===== src/hdl/seq_line_command_parser_assert.svh =====
// Assertion macros shared by the line command parser RTL.
// Depends on nothing; files that check their own logic include this header.
`ifndef SEQ_LINE_COMMAND_PARSER_ASSERT_SVH
`define SEQ_LINE_COMMAND_PARSER_ASSERT_SVH

// The condition must hold at every clock edge outside reset.
`define SLCP_ASSERT_ALWAYS(lbl, clk, rst_n, cond, msg) \
    lbl: assert property (@(posedge clk) disable iff (!rst_n) (cond)) else $error(msg);

// The consequent must hold in the same cycle as the antecedent.
`define SLCP_ASSERT_IMP(lbl, clk, rst_n, ante, cons, msg) \
    lbl: assert property (@(posedge clk) disable iff (!rst_n) (ante) |-> (cons)) \
        else $error(msg);

// The consequent must hold in the cycle after the antecedent.
`define SLCP_ASSERT_NXT(lbl, clk, rst_n, ante, cons, msg) \
    lbl: assert property (@(posedge clk) disable iff (!rst_n) (ante) |=> (cons)) \
        else $error(msg);

`endif


===== src/hdl/slcp_pkg.sv =====
// Shared types, character codes and limits of the line command parser.
// No dependencies; the lexer, accounting and top modules import this package.
package slcp_pkg;

    // Line and mode limits.
    localparam int unsigned LINE_CAP = 64;
    localparam int unsigned MODE_MAX = 3;
    localparam int unsigned LEN_W    = $clog2(LINE_CAP);
    localparam logic [LEN_W-1:0] LEN_LAST = LEN_W'(LINE_CAP - 1);

    localparam logic [31:0] U32_ALL     = 32'hFFFF_FFFF;
    localparam logic [31:0] ACC_LIMIT   = U32_ALL / 32'd10;
    localparam logic [3:0]  DIGIT_LIMIT = 4'(U32_ALL % 32'd10);
    localparam logic [31:0] MODE_LIMIT  = 32'(MODE_MAX);
    localparam logic [7:0]  MODE_RESET  = 8'(MODE_MAX);

    localparam logic [31:0] PERIOD_MIN_RESET = 32'd10;
    localparam logic [31:0] PERIOD_MAX_RESET = 32'd1000;

    // Configuration register indexes.
    localparam int unsigned CFG_IDX_W = 8;
    localparam logic [CFG_IDX_W-1:0] CFG_PERIOD_MIN = CFG_IDX_W'(0);
    localparam logic [CFG_IDX_W-1:0] CFG_PERIOD_MAX = CFG_IDX_W'(1);

    // Character codes.
    localparam logic [7:0] CH_NUL   = 8'h00;
    localparam logic [7:0] CH_NL    = 8'h0A;
    localparam logic [7:0] CH_CR    = 8'h0D;
    localparam logic [7:0] CH_SPACE = 8'h20;
    localparam logic [7:0] CH_DIG0  = 8'h30;
    localparam logic [7:0] CH_DIG9  = 8'h39;
    localparam logic [7:0] CH_B     = 8'h42;
    localparam logic [7:0] CH_N     = 8'h4E;
    localparam logic [7:0] CH_P     = 8'h50;
    localparam logic [7:0] CH_S     = 8'h53;
    localparam logic [7:0] CH_Z     = 8'h5A;

    typedef enum logic [2:0] {
        PH_LEAD,
        PH_AFTER_TAG,
        PH_PRE_NUM,
        PH_NUM,
        PH_TRAIL,
        PH_BAD
    } t_phase;

    typedef enum logic [2:0] {
        TAG_NONE,
        TAG_Z,
        TAG_P,
        TAG_S,
        TAG_B,
        TAG_N
    } t_tag;

    typedef enum logic [2:0] {
        EV_NONE,
        EV_BAD,
        EV_RESET,
        EV_PING,
        EV_MODE,
        EV_BAUD,
        EV_PERIOD
    } t_event;

    // Parse state of the line in progress, handed to the accounting logic.
    typedef struct packed {
        t_phase      phase;
        t_tag        tag;
        logic [31:0] accum;
        logic        overflow;
        logic        digit_seen;
        logic        too_long;
    } t_line;

    // One configuration register write.
    typedef struct packed {
        logic                 en;
        logic [CFG_IDX_W-1:0] index;
        logic [31:0]          data;
    } t_cfg_write;

    // One result as it leaves the block.
    typedef struct packed {
        t_event      event_code;
        logic [31:0] event_value;
        logic [7:0]  mode_now;
        logic [31:0] ping_count;
        logic [31:0] bad_count;
        logic [31:0] gap_count;
        logic [31:0] dup_count;
    } t_result;

    // Decode a tag letter.
    function automatic t_tag tag_of(input logic [7:0] c);
        t_tag t;
        case (c)
            CH_Z:    t = TAG_Z;
            CH_P:    t = TAG_P;
            CH_S:    t = TAG_S;
            CH_B:    t = TAG_B;
            CH_N:    t = TAG_N;
            default: t = TAG_NONE;
        endcase
        return t;
    endfunction

endpackage


===== src/hdl/slcp_if.sv =====
// Handshake channels of the line command parser: received bytes, results
// and configuration writes. Depends on slcp_pkg.

// Received byte channel.
interface slcp_rx_if;
    logic       valid;
    logic       ready;
    logic [7:0] rx_byte;

    modport source (output valid, output rx_byte, input ready);
    modport sink   (input valid, input rx_byte, output ready);
endinterface

// Result channel.
interface slcp_res_if;
    logic        valid;
    logic        ready;
    logic [2:0]  event_code;
    logic [31:0] event_value;
    logic [7:0]  mode_now;
    logic [31:0] ping_count;
    logic [31:0] bad_count;
    logic [31:0] gap_count;
    logic [31:0] dup_count;

    modport source (output valid, output event_code, output event_value, output mode_now,
                    output ping_count, output bad_count, output gap_count,
                    output dup_count, input ready);
    modport sink   (input valid, input event_code, input event_value, input mode_now,
                    input ping_count, input bad_count, input gap_count,
                    input dup_count, output ready);
endinterface

// Configuration write channel.
interface slcp_cfg_if;
    logic                          valid;
    logic                          ready;
    logic [slcp_pkg::CFG_IDX_W-1:0] index;
    logic [31:0]                   data;

    modport source (output valid, output index, output data, input ready);
    modport sink   (input valid, input index, input data, output ready);
endinterface


===== src/hdl/slcp_lexer.sv =====
// Per-byte line lexer: tracks length, tag, number and phase of the current line.
// Depends on slcp_pkg.
module slcp_lexer (
    input  logic                 i_clk,
    input  logic                 i_rst_n,
    input  logic                 i_step,
    input  logic [7:0]           i_byte,
    output slcp_pkg::t_line      o_line
);
    import slcp_pkg::*;

    logic [LEN_W-1:0] r_len, n_len;
    logic             r_text_ended, n_text_ended;
    t_line            r_line, n_line;

    logic        is_space;
    logic        is_digit;
    logic [3:0]  digit;
    logic        acc_over;
    logic [31:0] acc_x10;

    // Character classes and the next decimal accumulation.
    always_comb begin
        is_space = (i_byte == CH_SPACE);
        is_digit = (i_byte >= CH_DIG0) && (i_byte <= CH_DIG9);
        digit    = i_byte[3:0];
        acc_over = (r_line.accum > ACC_LIMIT) ||
                   ((r_line.accum == ACC_LIMIT) && (digit > DIGIT_LIMIT));
        acc_x10  = {r_line.accum[28:0], 3'b000} + {r_line.accum[30:0], 1'b0} +
                   {28'd0, digit};
    end

    // Line state update for one byte.
    always_comb begin
        n_len        = r_len;
        n_text_ended = r_text_ended;
        n_line       = r_line;
        if (i_step) begin
            if (i_byte == CH_NL) begin
                n_len        = '0;
                n_text_ended = 1'b0;
                n_line       = '{phase: PH_LEAD, tag: TAG_NONE, accum: 32'd0,
                                 overflow: 1'b0, digit_seen: 1'b0, too_long: 1'b0};
            end else if (i_byte != CH_CR) begin
                if (r_len < LEN_LAST) begin
                    n_len = r_len + 1'b1;
                    if (i_byte == CH_NUL) begin
                        n_text_ended = 1'b1;
                    end else if (!r_text_ended) begin
                        case (r_line.phase)
                            PH_LEAD: begin
                                if (!is_space) begin
                                    n_line.tag   = tag_of(i_byte);
                                    n_line.phase = (tag_of(i_byte) == TAG_NONE) ?
                                                   PH_BAD : PH_AFTER_TAG;
                                end
                            end
                            PH_AFTER_TAG: begin
                                if (!is_space) begin
                                    n_line.phase = PH_BAD;
                                end else begin
                                    n_line.phase = (r_line.tag == TAG_Z) ?
                                                   PH_TRAIL : PH_PRE_NUM;
                                end
                            end
                            PH_PRE_NUM, PH_NUM: begin
                                if (is_digit) begin
                                    if (acc_over) begin
                                        n_line.overflow = 1'b1;
                                        n_line.phase    = PH_BAD;
                                    end else begin
                                        n_line.accum      = acc_x10;
                                        n_line.digit_seen = 1'b1;
                                        n_line.phase      = PH_NUM;
                                    end
                                end else if (is_space && (r_line.phase == PH_NUM)) begin
                                    n_line.phase = PH_TRAIL;
                                end else if (!is_space) begin
                                    n_line.phase = PH_BAD;
                                end
                            end
                            PH_TRAIL: begin
                                if (!is_space) begin
                                    n_line.phase = PH_BAD;
                                end
                            end
                            default: begin
                                n_line.phase = r_line.phase;
                            end
                        endcase
                    end
                end else begin
                    n_line.too_long = 1'b1;
                end
            end
        end
    end

    // State registers.
    always_ff @(posedge i_clk) begin
        if (!i_rst_n) begin
            r_len        <= '0;
            r_text_ended <= 1'b0;
            r_line       <= '{phase: PH_LEAD, tag: TAG_NONE, accum: 32'd0,
                              overflow: 1'b0, digit_seen: 1'b0, too_long: 1'b0};
        end else begin
            r_len        <= n_len;
            r_text_ended <= n_text_ended;
            r_line       <= n_line;
        end
    end

    assign o_line = r_line;

endmodule


===== src/hdl/slcp_accounting.sv =====
// Line completion: event decision, sequence tracking, counters, mode and the
// period registers. Depends on slcp_pkg.
module slcp_accounting (
    input  logic                 i_clk,
    input  logic                 i_rst_n,
    input  logic                 i_step,
    input  logic [7:0]           i_byte,
    input  slcp_pkg::t_line      i_line,
    input  slcp_pkg::t_cfg_write i_cfg,
    output slcp_pkg::t_result    o_result
);
    import slcp_pkg::*;

    logic [31:0] r_period_min, n_period_min;
    logic [31:0] r_period_max, n_period_max;
    logic        r_seq_valid, n_seq_valid;
    logic [31:0] r_next_exp, n_next_exp;
    logic [7:0]  r_mode, n_mode;
    logic [31:0] r_pings, n_pings;
    logic [31:0] r_bads, n_bads;
    logic [31:0] r_gaps, n_gaps;
    logic [31:0] r_dups, n_dups;

    t_event      ev;
    logic [31:0] value;
    logic [31:0] v;
    logic [31:0] seq_inc;

    assign v       = i_line.accum;
    assign seq_inc = v + 32'd1;

    // Event of a finished line and the state it changes.
    always_comb begin
        n_period_min = r_period_min;
        n_period_max = r_period_max;
        n_seq_valid  = r_seq_valid;
        n_next_exp   = r_next_exp;
        n_mode       = r_mode;
        n_pings      = r_pings;
        n_bads       = r_bads;
        n_gaps       = r_gaps;
        n_dups       = r_dups;
        ev           = EV_NONE;
        value        = 32'd0;

        if (i_cfg.en) begin
            case (i_cfg.index)
                CFG_PERIOD_MIN: n_period_min = i_cfg.data;
                CFG_PERIOD_MAX: n_period_max = i_cfg.data;
                default:        n_period_min = r_period_min;
            endcase
        end

        if (i_step && (i_byte == CH_NL)) begin
            if (i_line.too_long) begin
                ev = EV_BAD;
            end else if (i_line.phase == PH_LEAD) begin
                ev = EV_NONE;
            end else if ((i_line.phase == PH_BAD) || (i_line.phase == PH_PRE_NUM)) begin
                ev = EV_BAD;
            end else if (i_line.tag == TAG_Z) begin
                ev          = EV_RESET;
                n_pings     = 32'd0;
                n_bads      = 32'd0;
                n_gaps      = 32'd0;
                n_dups      = 32'd0;
                n_seq_valid = 1'b0;
                n_next_exp  = 32'd0;
            end else if (!i_line.digit_seen || i_line.overflow) begin
                ev = EV_BAD;
            end else begin
                case (i_line.tag)
                    TAG_P: begin
                        ev      = EV_PING;
                        value   = v;
                        n_pings = r_pings + 32'd1;
                        if (!r_seq_valid || (v == r_next_exp)) begin
                            n_seq_valid = 1'b1;
                            n_next_exp  = seq_inc;
                        end else if (v > r_next_exp) begin
                            n_gaps     = r_gaps + (v - r_next_exp);
                            n_next_exp = seq_inc;
                        end else begin
                            n_dups = r_dups + 32'd1;
                        end
                    end
                    TAG_S: begin
                        if (v > MODE_LIMIT) begin
                            ev = EV_BAD;
                        end else begin
                            ev     = EV_MODE;
                            value  = v;
                            n_mode = v[7:0];
                        end
                    end
                    TAG_B: begin
                        ev    = EV_BAUD;
                        value = v;
                    end
                    TAG_N: begin
                        if ((v < r_period_min) || (v > r_period_max)) begin
                            ev = EV_BAD;
                        end else begin
                            ev    = EV_PERIOD;
                            value = v;
                        end
                    end
                    default: begin
                        ev = EV_BAD;
                    end
                endcase
            end
            if (ev == EV_BAD) begin
                n_bads = r_bads + 32'd1;
            end
        end
    end

    // State registers.
    always_ff @(posedge i_clk) begin
        if (!i_rst_n) begin
            r_period_min <= PERIOD_MIN_RESET;
            r_period_max <= PERIOD_MAX_RESET;
            r_seq_valid  <= 1'b0;
            r_next_exp   <= 32'd0;
            r_mode       <= MODE_RESET;
            r_pings      <= 32'd0;
            r_bads       <= 32'd0;
            r_gaps       <= 32'd0;
            r_dups       <= 32'd0;
        end else begin
            r_period_min <= n_period_min;
            r_period_max <= n_period_max;
            r_seq_valid  <= n_seq_valid;
            r_next_exp   <= n_next_exp;
            r_mode       <= n_mode;
            r_pings      <= n_pings;
            r_bads       <= n_bads;
            r_gaps       <= n_gaps;
            r_dups       <= n_dups;
        end
    end

    // Result as seen after this byte.
    always_comb begin
        o_result.event_code  = ev;
        o_result.event_value = value;
        o_result.mode_now    = n_mode;
        o_result.ping_count  = n_pings;
        o_result.bad_count   = n_bads;
        o_result.gap_count   = n_gaps;
        o_result.dup_count   = n_dups;
    end

endmodule


===== src/hdl/seq_line_command_parser.sv =====
// Path: an accepted byte is held in the input register, then its result is registered in the result register.
// Throughput: one byte per cycle while results are taken; with both registers full, input ready follows result ready.
// Stall: with both registers full and the result not taken, the byte input holds off.
// Reset: synchronous, active low; counters and sequence cleared, mode set to MODE_MAX,
// period bounds set to 10 and 1000; no clearing pass, the block is ready right after reset.
// Top level; depends on slcp_pkg, slcp_if, slcp_lexer, slcp_accounting and the assertion header.
module seq_line_command_parser (
    input  logic         i_clk,
    input  logic         i_rst_n,
    slcp_rx_if.sink      i_rx,
    slcp_cfg_if.sink     i_cfg,
    slcp_res_if.source   o_res
);
    import slcp_pkg::*;

    `include "seq_line_command_parser_assert.svh"

    logic       r_in_valid;
    logic [7:0] r_byte;
    logic       r_out_valid;
    t_result    r_result;

    logic       advance;
    logic       in_ready;
    t_line      line;
    t_cfg_write cfg;
    t_result    result;

    // A request moves from the input register into the result register when
    // the result register is empty or being emptied.
    assign advance  = r_in_valid && (!r_out_valid || o_res.ready);
    assign in_ready = !r_in_valid || advance;

    assign i_rx.ready  = in_ready;
    assign i_cfg.ready = 1'b1;

    // Configuration write request.
    always_comb begin
        cfg.en    = i_cfg.valid;
        cfg.index = i_cfg.index;
        cfg.data  = i_cfg.data;
    end

    slcp_lexer u_lexer (
        .i_clk   (i_clk),
        .i_rst_n (i_rst_n),
        .i_step  (advance),
        .i_byte  (r_byte),
        .o_line  (line)
    );

    slcp_accounting u_accounting (
        .i_clk    (i_clk),
        .i_rst_n  (i_rst_n),
        .i_step   (advance),
        .i_byte   (r_byte),
        .i_line   (line),
        .i_cfg    (cfg),
        .o_result (result)
    );

    // Input register.
    always_ff @(posedge i_clk) begin
        if (!i_rst_n) begin
            r_in_valid <= 1'b0;
        end else if (in_ready) begin
            r_in_valid <= i_rx.valid;
        end
        if (in_ready && i_rx.valid) begin
            r_byte <= i_rx.rx_byte;
        end
    end

    // Result register.
    always_ff @(posedge i_clk) begin
        if (!i_rst_n) begin
            r_out_valid <= 1'b0;
        end else if (advance) begin
            r_out_valid <= 1'b1;
        end else if (o_res.ready) begin
            r_out_valid <= 1'b0;
        end
        if (advance) begin
            r_result <= result;
        end
    end

    assign o_res.valid       = r_out_valid;
    assign o_res.event_code  = r_result.event_code;
    assign o_res.event_value = r_result.event_value;
    assign o_res.mode_now    = r_result.mode_now;
    assign o_res.ping_count  = r_result.ping_count;
    assign o_res.bad_count   = r_result.bad_count;
    assign o_res.gap_count   = r_result.gap_count;
    assign o_res.dup_count   = r_result.dup_count;

    // A full pipeline with the result held must not take another byte.
    `SLCP_ASSERT_IMP(a_stall_blocks_input, i_clk, i_rst_n, r_in_valid && r_out_valid && !o_res.ready, !i_rx.ready, "input accepted while pipeline is blocked")
    // Only number-carrying events report a value.
    `SLCP_ASSERT_IMP(a_value_only_for_numbers, i_clk, i_rst_n, r_out_valid && (r_result.event_value != 32'd0), (r_result.event_code == EV_PING) || (r_result.event_code == EV_MODE) || (r_result.event_code == EV_BAUD) || (r_result.event_code == EV_PERIOD), "value reported for an event without a number")
    // A clear line leaves all counters at zero.
    `SLCP_ASSERT_IMP(a_reset_clears_counters, i_clk, i_rst_n, r_out_valid && (r_result.event_code == EV_RESET), (r_result.ping_count == 32'd0) && (r_result.bad_count == 32'd0) && (r_result.gap_count == 32'd0) && (r_result.dup_count == 32'd0), "counters not cleared by a clear line")
    // The mode never leaves its allowed range.
    `SLCP_ASSERT_IMP(a_mode_in_range, i_clk, i_rst_n, r_out_valid, r_result.mode_now <= MODE_RESET, "mode above its maximum")
    // A byte taken at the input is presented in the input register next cycle.
    `SLCP_ASSERT_NXT(a_byte_enters, i_clk, i_rst_n, i_rx.valid && i_rx.ready, r_in_valid, "accepted byte lost at the input register")

endmodule

===== src/flat_wrapper.sv =====
// flat-port wrapper written by rule: the top's interface ports become plain ports
module seq_line_command_parser_flat import slcp_pkg::*;
  (i_clk, i_rst_n, i_rx_valid, i_rx_rx_byte, i_rx_ready, i_cfg_valid, i_cfg_index, i_cfg_data, i_cfg_ready, o_res_valid, o_res_event_code, o_res_event_value, o_res_mode_now, o_res_ping_count, o_res_bad_count, o_res_gap_count, o_res_dup_count, o_res_ready);
  slcp_rx_if i_rx_i ();
  slcp_cfg_if i_cfg_i ();
  slcp_res_if o_res_i ();
  input  logic i_clk;
  input  logic i_rst_n;
  input wire logic [$bits(i_rx_i.valid)-1:0] i_rx_valid;
  input wire logic [$bits(i_rx_i.rx_byte)-1:0] i_rx_rx_byte;
  output wire logic [$bits(i_rx_i.ready)-1:0] i_rx_ready;
  input wire logic [$bits(i_cfg_i.valid)-1:0] i_cfg_valid;
  input wire logic [$bits(i_cfg_i.index)-1:0] i_cfg_index;
  input wire logic [$bits(i_cfg_i.data)-1:0] i_cfg_data;
  output wire logic [$bits(i_cfg_i.ready)-1:0] i_cfg_ready;
  output wire logic [$bits(o_res_i.valid)-1:0] o_res_valid;
  output wire logic [$bits(o_res_i.event_code)-1:0] o_res_event_code;
  output wire logic [$bits(o_res_i.event_value)-1:0] o_res_event_value;
  output wire logic [$bits(o_res_i.mode_now)-1:0] o_res_mode_now;
  output wire logic [$bits(o_res_i.ping_count)-1:0] o_res_ping_count;
  output wire logic [$bits(o_res_i.bad_count)-1:0] o_res_bad_count;
  output wire logic [$bits(o_res_i.gap_count)-1:0] o_res_gap_count;
  output wire logic [$bits(o_res_i.dup_count)-1:0] o_res_dup_count;
  input wire logic [$bits(o_res_i.ready)-1:0] o_res_ready;
  assign i_rx_i.valid = i_rx_valid;
  assign i_rx_i.rx_byte = i_rx_rx_byte;
  assign i_rx_ready = i_rx_i.ready;
  assign i_cfg_i.valid = i_cfg_valid;
  assign i_cfg_i.index = i_cfg_index;
  assign i_cfg_i.data = i_cfg_data;
  assign i_cfg_ready = i_cfg_i.ready;
  assign o_res_valid = o_res_i.valid;
  assign o_res_event_code = o_res_i.event_code;
  assign o_res_event_value = o_res_i.event_value;
  assign o_res_mode_now = o_res_i.mode_now;
  assign o_res_ping_count = o_res_i.ping_count;
  assign o_res_bad_count = o_res_i.bad_count;
  assign o_res_gap_count = o_res_i.gap_count;
  assign o_res_dup_count = o_res_i.dup_count;
  assign o_res_i.ready = o_res_ready;
  seq_line_command_parser u_core (.i_clk(i_clk), .i_rst_n(i_rst_n), .i_rx(i_rx_i), .i_cfg(i_cfg_i), .o_res(o_res_i));
endmodule

===== config.mk =====
export PLATFORM = sky130hd
export DESIGN_NAME = seq_line_command_parser_flat
export DESIGN_NICKNAME = d
export VERILOG_FILES = /design/src/hdl/slcp_pkg.sv /design/src/hdl/slcp_if.sv /design/src/hdl/slcp_lexer.sv /design/src/hdl/slcp_accounting.sv /design/src/hdl/seq_line_command_parser.sv /design/src/flat_wrapper.sv
export VERILOG_INCLUDE_DIRS = /design/src /design/src/hdl
export SDC_FILE = /design/constraint.sdc
export NUM_CORES = 1
export LEC_CHECK = 0
export ABC_CLOCK_PERIOD_IN_PS = 8100
export BUFFER_PORTS_ARGS = -buffer_cell sky130_fd_sc_hd__buf_2
export CORE_MARGIN = 5
export CORE_UTILIZATION = 30
export CTS_BUF_LIST = sky130_fd_sc_hd__clkbuf_2 sky130_fd_sc_hd__clkbuf_4 sky130_fd_sc_hd__clkbuf_8
export DETAILED_ROUTE_END_ITERATION = 7
export GPL_TIMING_DRIVEN = 0
export PLACE_DENSITY_LB_ADDON = 0.3
export SLEW_MARGIN = 20
export SYNTH_ARGS = -nofsm -noshare
export SYNTH_HDL_FRONTEND = slang
export SYNTH_SLANG_ARGS = --single-unit

===== constraint.sdc =====
create_clock -name i_clk -period 8.1 [get_ports i_clk]
set_input_delay 2.43 -clock i_clk [delete_from_list [all_inputs] [get_ports i_clk]]
set_output_delay 2.43 -clock i_clk [all_outputs]
set_load 0.01 [all_outputs]

==> impl_metrics.env, run 1 <==
export IMPL_result_of_the_run="finished, final reports clean"
export IMPL_cts_htree_levels=3
export IMPL_tritoncts_clock_tree="done"
export IMPL_critPathMaxStageDelay_ns=0.67
export IMPL_numPlacedInstances=4307
export IMPL_cts_max_path_buffers=3
export IMPL_ys_seq_area_share_pct=42.19
export IMPL_report_final_slew_viol_count=0
export IMPL_crit_path_top_delay_cell="sky130_fd_sc_hd__clkinvlp_4"
export IMPL_synth_top_cell_by_area="sky130_fd_sc_hd__dfxtp_1"
export IMPL_synth_flop_cell="sky130_fd_sc_hd__dfxtp_1"
export IMPL_worstPathMaxFanout=29
export IMPL_antenna_found_initial=14
export IMPL_numCtsBuffers=85
export IMPL_final_report_setup_violation_count=0
export IMPL_area_growth_synth_to_final_pct=17.99
export IMPL_timing_critical_path_required_ns=8.55
export IMPL_max_slew_worst_pin_slew_ns=1.033
export IMPL_detailedRoute_firstPassIterationCount=5
export IMPL_floorplan_initialDensity_pct=30.21
export IMPL_most_frequent_standard_cell_in_the_layout_excluding_fill_and_tap_cells="sky130_fd_sc_hd__nand2_1"
export IMPL_finalHoldViolCount=0
export IMPL_remaining_drc_errors=0
export IMPL_critical_path_startpoint_type="primary input"
export IMPL_fp_coreArea_sq_um=86620
export IMPL_vdd_drop_max_mv=0.1188
export IMPL_synth_nets=3199
export IMPL_tns_ns=0
export IMPL_synthesis_area_sq_um=26170
export IMPL_crit_type="primary input to flop"
export IMPL_detailedPlacementHpwl_um=61770
export IMPL_post_synth_cell_area_avg_sq_um=8.958
export IMPL_synth_top_cells_by_area="sky130_fd_sc_hd__dfxtp_1 22%, sky130_fd_sc_hd__edfxtp_1 21%, sky130_fd_sc_hd__ha_1 9.2%"
export IMPL_ys_warnings_count=0
export IMPL_grt_start_max_net_pins=34
export IMPL_routed_via_count=21740
export IMPL_cts_root_buffer="sky130_fd_sc_hd__clkbuf_8"
export IMPL_final_net_count=3517
export IMPL_final_fill_count=8973
export IMPL_worst_hold_check_path_type="flop to flop"
export IMPL_synth_async_reset_ratio_pct=0
export IMPL_postSynthCellCount=2921
export IMPL_totalWireLength_um=80190
export IMPL_critPathCaptureType="flop"
export IMPL_hold_worst_slack_ns=0.4521
export IMPL_cts_hold_buffers_added=0
export IMPL_drive_above_1_share_pct=13.17
export IMPL_grt_usage_pct=16.69
export IMPL_finalPower_w=0.005264
export IMPL_layout_cells_non_filler=4473
export IMPL_leakagePower_nw=12.15
export IMPL_die_wd_um=305.3
export IMPL_routed_via_density=4.859
export IMPL_number_of_unique_standard_cell_types_used_by_synthesis=83
export IMPL_finalWeightedCongestion=0.9097
export IMPL_layout_common_cells="326 x sky130_fd_sc_hd__nand2_1, 283 x sky130_fd_sc_hd__dfxtp_1, 268 x sky130_fd_sc_hd__inv_1, 237 x sky130_fd_sc_hd__buf_2, 196 x sky130_fd_sc_hd__a21oi_1"
export IMPL_grt_pass1_vias=21020
export IMPL_clock_skew_ns=0.04472
export IMPL_design_die_area_sq_um=93230
export IMPL_max_cap_viol_count=0
export IMPL_grt_first_pass_wirelength_um=123300
export IMPL_layout_min_cycle_time_ns=5.884
export IMPL_drt_initial_drc_count=1307
export IMPL_io_buffer_count=225
export IMPL_critical_path_cell_chain="buf_2 > nor2b_1 > nand2b_1 > clkinvlp_4 > buf_12 > nand2_1 > nor2_2 > and2_1 > a21oi_1 > clkbuf_1 > clkbuf_1 > nand2_1 > o21ai_0"
export IMPL_cts_sinks=462
export IMPL_grt_ovfl_total=0
export IMPL_grt_setup_unrepaired="false"
export IMPL_synth_edf_count=179
export IMPL_routedWlPerCell_um=17.93
export IMPL_arrival_ns=6.33
export IMPL_detail_route_antenna_nets=0
export IMPL_cts_setup_buffers=0
export IMPL_fp_dieH_um=305.3
export IMPL_period_utilization_pct=72.64
export IMPL_cts_reportedPaths_clkPinSlew_ns=0.05
export IMPL_core_rows=108
export IMPL_post_cts_resize_count=0
export IMPL_slew_headroom_pct=31.12
export IMPL_power_density_nw_per_um2=170.5
export IMPL_clock_fmax_ghz=0.1700
export IMPL_synth_top_cell_area_share_pct=21.65
export IMPL_io_pins=227
export IMPL_clock_insertion_delay_at_the_later_pin_of_the_skew_report_ns=0.71
export IMPL_postSynthRegisterBits=462
==> Yosys cell counts, drive strengths merged, types with 19 or more instances <==
cell,instances
nand2,326
dfxtp,283
inv,271
a21oi,198
ha,192
nor2,188
edfxtp,179
nand3,154
clkbuf,118
o21ai,114
and2,96
xnor2,96
a21o,72
nand4,69
nor3,65
xor2,48
a211oi,44
fa,33
a22o,28
nor4,28
or3,27
and3,25
buf,22
a311oi,21
o211ai,21
nand2b,19
==> cell type report <==
| class | count | area [sq um] | share of cell area (%) |
|---|---|---|---|
| plain buffers | 140 | 550.5 | 1.783 |
| multi-input cells | 2048 | 13560 | 43.92 |
| diodes | 7 | 17.52 | 0.05674 |
| clock inverters | 37 | 460.4 | 1.491 |
| well taps | 1155 | 1445 | 4.681 |
| clock buffers | 122 | 1541 | 4.993 |
| inverters | 271 | 1021 | 3.307 |
| flip-flops and latches | 462 | 11040 | 35.76 |
| repair buffers | 231 | 1237 | 4.008 |
==> worst paths after layout <==
kind	start	to	slack [ns]	cells after the start
worst max-delay path	o_res_ready	u_core.o_res.gap_count[19]	2.22	13
worst min-delay path	u_core.u_accounting.r_period_max[14]	u_core.u_accounting.r_period_max[14]	0.45	2
worst max register to register	u_core.u_lexer.o_line[28]	u_core.o_res.bad_count[11]	3.48	11
worst min register to register	u_core.u_accounting.r_period_max[14]	u_core.u_accounting.r_period_max[14]	0.45	2
==> layer usage <==
layer	track usage (%)	wire length, um	up-vias
met4	6.208	2769	12
met1	21.77	35970	10070
met2	27.59	37120	537
met5	0	82	-
li1	-	-	10960
met3	3.240	4250	152
==> critical path, delay by kind of cell <==
| kind | cells | cell delay, ns |
|---|---|---|
| compound gates | 2 | 0.36 |
| buf+inv | 5 | 2.27 |
| simple gates | 6 | 1.23 |
==> where the power goes <==
group	leakage, nW	switching, W	internal, W
sequential	3.92	0.0000172	0.00245
combinational	7.18	0.000125	0.0000545
clock	1.04	0.00110	0.00151
total	12.1	0.00125	0.00402
==> flip-flops by register name, indices dropped and copies added, names as in the netlist, 3 cells and up <==
signal	cells
u_core.o_res.bad_count	32
u_core.o_res.dup_count	32
u_core.o_res.event_code	3
u_core.o_res.event_value	32
u_core.o_res.gap_count	32
u_core.o_res.mode_now	8
u_core.o_res.ping_count	32
u_core.r_byte	8
u_core.u_accounting.r_bads	32
u_core.u_accounting.r_dups	32
u_core.u_accounting.r_gaps	32
u_core.u_accounting.r_mode	8
u_core.u_accounting.r_next_exp	32
u_core.u_accounting.r_period_max	32
u_core.u_accounting.r_period_min	32
u_core.u_accounting.r_pings	32
u_core.u_lexer.o_line	41
u_core.u_lexer.r_len	6
==> cells by family after synthesis <==
group	count (synthesis)	synth area share [%]
AND/OR/NAND/NOR	1064	20.00
AO/OA/AOI/OAI	607	15.01
flip-flops	462	42.19
buffers and inverters	411	5.986
adder cells (fa/ha/maj)	225	11.71
XOR/XNOR	144	4.820
multiplexers	7	0.2726
other	1	0.01433
==> through the flow <==
step           util, %  setup WS, ns  instance area [sq um]
3_3_place_gp     33.18        -1.906                  28740
5_1_grt          35.63         1.953                  30860
4_1_cts          35.62         2.178                  30860
2_1_floorplan        -         1.122                  26170
6_report         35.64         2.216                  30870
3_5_place_dp     33.31         1.450                  28860
Note: power is estimated with default switching activity, not from simulation.
==> run 2, diff against run 1 <==
--- a/config.mk
+++ b/config.mk
@@ -6,7 +6,7 @@
 export SDC_FILE = /design/constraint.sdc
 export NUM_CORES = 1
 export LEC_CHECK = 0
-export ABC_CLOCK_PERIOD_IN_PS = 8100
+export ABC_CLOCK_PERIOD_IN_PS = 5800
 export BUFFER_PORTS_ARGS = -buffer_cell sky130_fd_sc_hd__buf_2
 export CORE_MARGIN = 5
 export CORE_UTILIZATION = 30
==> constraint.sdc (replaced) <==
create_clock -name i_clk -period 5.8 [get_ports i_clk]
set_input_delay 1.74 -clock i_clk [delete_from_list [all_inputs] [get_ports i_clk]]
set_output_delay 1.74 -clock i_clk [all_outputs]
set_load 0.01 [all_outputs]
==> run 2 against run 1 <==
Effect of this change: non-clock buffer count unchanged; clock power increased by 28%; critical path depth decreased by 3; critical endpoint is now u_core.o_res.bad_count[7]; largest power group is now registers; highest routed layer unchanged.
==> impl_metrics.env, run 2 (synthesized netlist as in run 1, its figures left out) <==
export IMPL_result_of_the_run="finished, final reports clean"
export IMPL_crit_type="flop to flop"
export IMPL_cts_htree_levels=3
export IMPL_drive_above_1_share_pct=13.98
export IMPL_cts_hold_buffers_added=0
export IMPL_detailedPlacementHpwl_um=61600
export IMPL_design_die_area_sq_um=93230
export IMPL_clock_skew_ns=0.04850
export IMPL_grt_ovfl_total=0
export IMPL_grt_setup_unrepaired="false"
export IMPL_critical_path_cell_chain="ha_1 > nand4_1 > nor4_1 > o21ai_1 > o41ai_2 > nand4_1 > a211oi_2 > clkbuf_1 > a311oi_1 > o21ai_1"
export IMPL_hold_worst_slack_ns=0.4535
export IMPL_routedWlPerCell_um=17.85
export IMPL_critical_path_startpoint_type="flop"
export IMPL_antenna_found_initial=10
export IMPL_detail_route_antenna_nets=0
export IMPL_totalWireLength_um=79790
export IMPL_final_net_count=3518
export IMPL_remaining_drc_errors=0
export IMPL_hold_path_startpoint="u_core.u_accounting.r_period_max[29]"
export IMPL_path_delay_family="compound AO/OA/AOI/OAI gates"
export IMPL_crit_path_top_delay_cell="sky130_fd_sc_hd__o41ai_2"
export IMPL_worstPathMaxFanout=11
export IMPL_placement_stage_cell_area_sq_um=29120
export IMPL_drt_initial_drc_count=1302
export IMPL_grt_usage_pct=16.58
export IMPL_io_pins=227
export IMPL_power_density_nw_per_um2=227.9
export IMPL_critPathCaptureType="flop"
export IMPL_max_slew_worst_pin_slew_ns=1.088
export IMPL_grt_start_max_net_pins=36
export IMPL_die_wd_um=305.3
export IMPL_post_cts_resize_count=0
export IMPL_routed_via_density=4.866
export IMPL_clock_insertion_delay_at_the_later_pin_of_the_skew_report_ns=0.71
export IMPL_period_utilization_pct=81.33
export IMPL_leakagePower_nw=12.19
export IMPL_final_report_setup_violation_count=0
export IMPL_clock_fmax_ghz=0.2120
export IMPL_layout_common_cells="324 x sky130_fd_sc_hd__nand2_1, 283 x sky130_fd_sc_hd__dfxtp_1, 268 x sky130_fd_sc_hd__inv_1, 236 x sky130_fd_sc_hd__buf_2, 195 x sky130_fd_sc_hd__a21oi_1"
export IMPL_max_ffs_per_register=41
export IMPL_floorplan_initialDensity_pct=30.21
export IMPL_finalWeightedCongestion=0.8914
export IMPL_use_met3_pct=3.247
export IMPL_path_buf_inv=1
export IMPL_cts_reportedPaths_clkPinSlew_ns=0.06
export IMPL_register_area_sq_um=11040
export IMPL_slew_headroom_pct=27.44
export IMPL_numPlacedInstances=4307
export IMPL_routed_via_count=21750
export IMPL_critPathMaxStageDelay_ns=0.89
export IMPL_fp_dieH_um=305.3
export IMPL_cts_max_path_buffers=3
export IMPL_tritoncts_clock_tree="done"
export IMPL_numCtsBuffers=86
export IMPL_grt_use_met2_pct=26.85
export IMPL_most_frequent_standard_cell_in_the_layout_excluding_fill_and_tap_cells="sky130_fd_sc_hd__nand2_1"
export IMPL_cts_root_buffer="sky130_fd_sc_hd__clkbuf_8"
export IMPL_met1_usage_pct=21.73
export IMPL_tns_ns=0
export IMPL_fin_area_sq_um=30960
export IMPL_io_buffer_count=225
export IMPL_area_growth_synth_to_final_pct=18.31
export IMPL_worstSetupStartpoint="u_core.u_lexer.o_line[28]"
export IMPL_cts_sinks=462
export IMPL_reg2reg_from="u_core.u_lexer.o_line[28]"
export IMPL_detailedRoute_firstPassIterationCount=5
export IMPL_final_fill_count=8896
export IMPL_timing_critical_path_required_ns=6.32
export IMPL_fp_coreArea_sq_um=86620
export IMPL_cts_setup_buffers=0
export IMPL_worst_hold_check_path_type="flop to flop"
export IMPL_report_final_slew_viol_count=0
export IMPL_vdd_drop_max_mv=0.1377
export IMPL_core_rows=108
export IMPL_max_cap_viol_count=0
export IMPL_grt_first_pass_wirelength_um=122800
export IMPL_top_usage_layer="met2"
export IMPL_layout_min_cycle_time_ns=4.717
export IMPL_finalHoldViolCount=0
export IMPL_layout_cells_non_filler=4469
export IMPL_arrival_ns=5.24
export IMPL_grt_pass1_vias=21260
export IMPL_multi_input_comb_area_sq_um=13680
[run 2: cell count changes in the layout (fill, tap and decap cells not counted), sizes merged]
cell / delta
diode: -5
clkinv: +5
inv: -2
clkbuf: +3
bufinv: -5
[run 2: path summary, 6_finish.rpt]
| kind | endpoint | slack (ns) | cells after the start |
|---|---|---|---|
| max | u_core.o_res.bad_count[7] | 1.08 | 10 |
| min | u_core.u_accounting.r_period_max[29] | 0.45 | 2 |
| max reg2reg | u_core.o_res.bad_count[7] | 1.08 | 10 |
| min reg2reg | u_core.u_accounting.r_period_max[29] | 0.45 | 2 |
[run 2: where the power goes]
group | internal [W] | switching (W) | total [W]
Sequential | 0.00342 | 0.0000239 | 0.00345
Combinational | 0.0000799 | 0.000178 | 0.000258
Clock | 0.00187 | 0.00148 | 0.00335
Total | 0.00538 | 0.00168 | 0.00706
[run 2: area by class of cell]
cell class,instances,share of cell area (%)
clock buffer,125,5.011
sequential,462,35.66
clock inverter,35,0.9214
multi-input combinational,2048,44.17
tap,1155,4.668
timing repair buffer,231,4.074
antenna,2,0.01617
inverter,271,3.306
buffer,140,2.170
[run 2: stage by stage]
stage                     util, %  power (W)  worst slack [ns]
after floorplan                 -   0.003630           -0.2079
after global placement      33.46   0.003777            -2.694
after detailed placement    33.62   0.003781            0.6828
after CTS                   35.74   0.007183             1.145
after global routing        35.74   0.007361            0.9354
final                       35.74   0.007057             1.083
[run 2: routing by layer]
metal,vias to the layer above,routed length [um]
li1,10950,-
met1,10130,36300
met2,492,36220
met4,14,3317
met5,-,77
met3,160,3880
[run 2: worst reg2reg max path: stages, from the launching register on]
cell and delay, ns:
sky130_fd_sc_hd__dfxtp_1 0.69, sky130_fd_sc_hd__ha_1 0.25, sky130_fd_sc_hd__nand4_1 0.18, sky130_fd_sc_hd__nor4_1 0.39, sky130_fd_sc_hd__o21ai_1 0.23, sky130_fd_sc_hd__o41ai_2 0.89, sky130_fd_sc_hd__nand4_1 0.28, sky130_fd_sc_hd__a211oi_2 0.74
sky130_fd_sc_hd__clkbuf_1 0.55, sky130_fd_sc_hd__a311oi_1 0.11, sky130_fd_sc_hd__o21ai_1 0.23
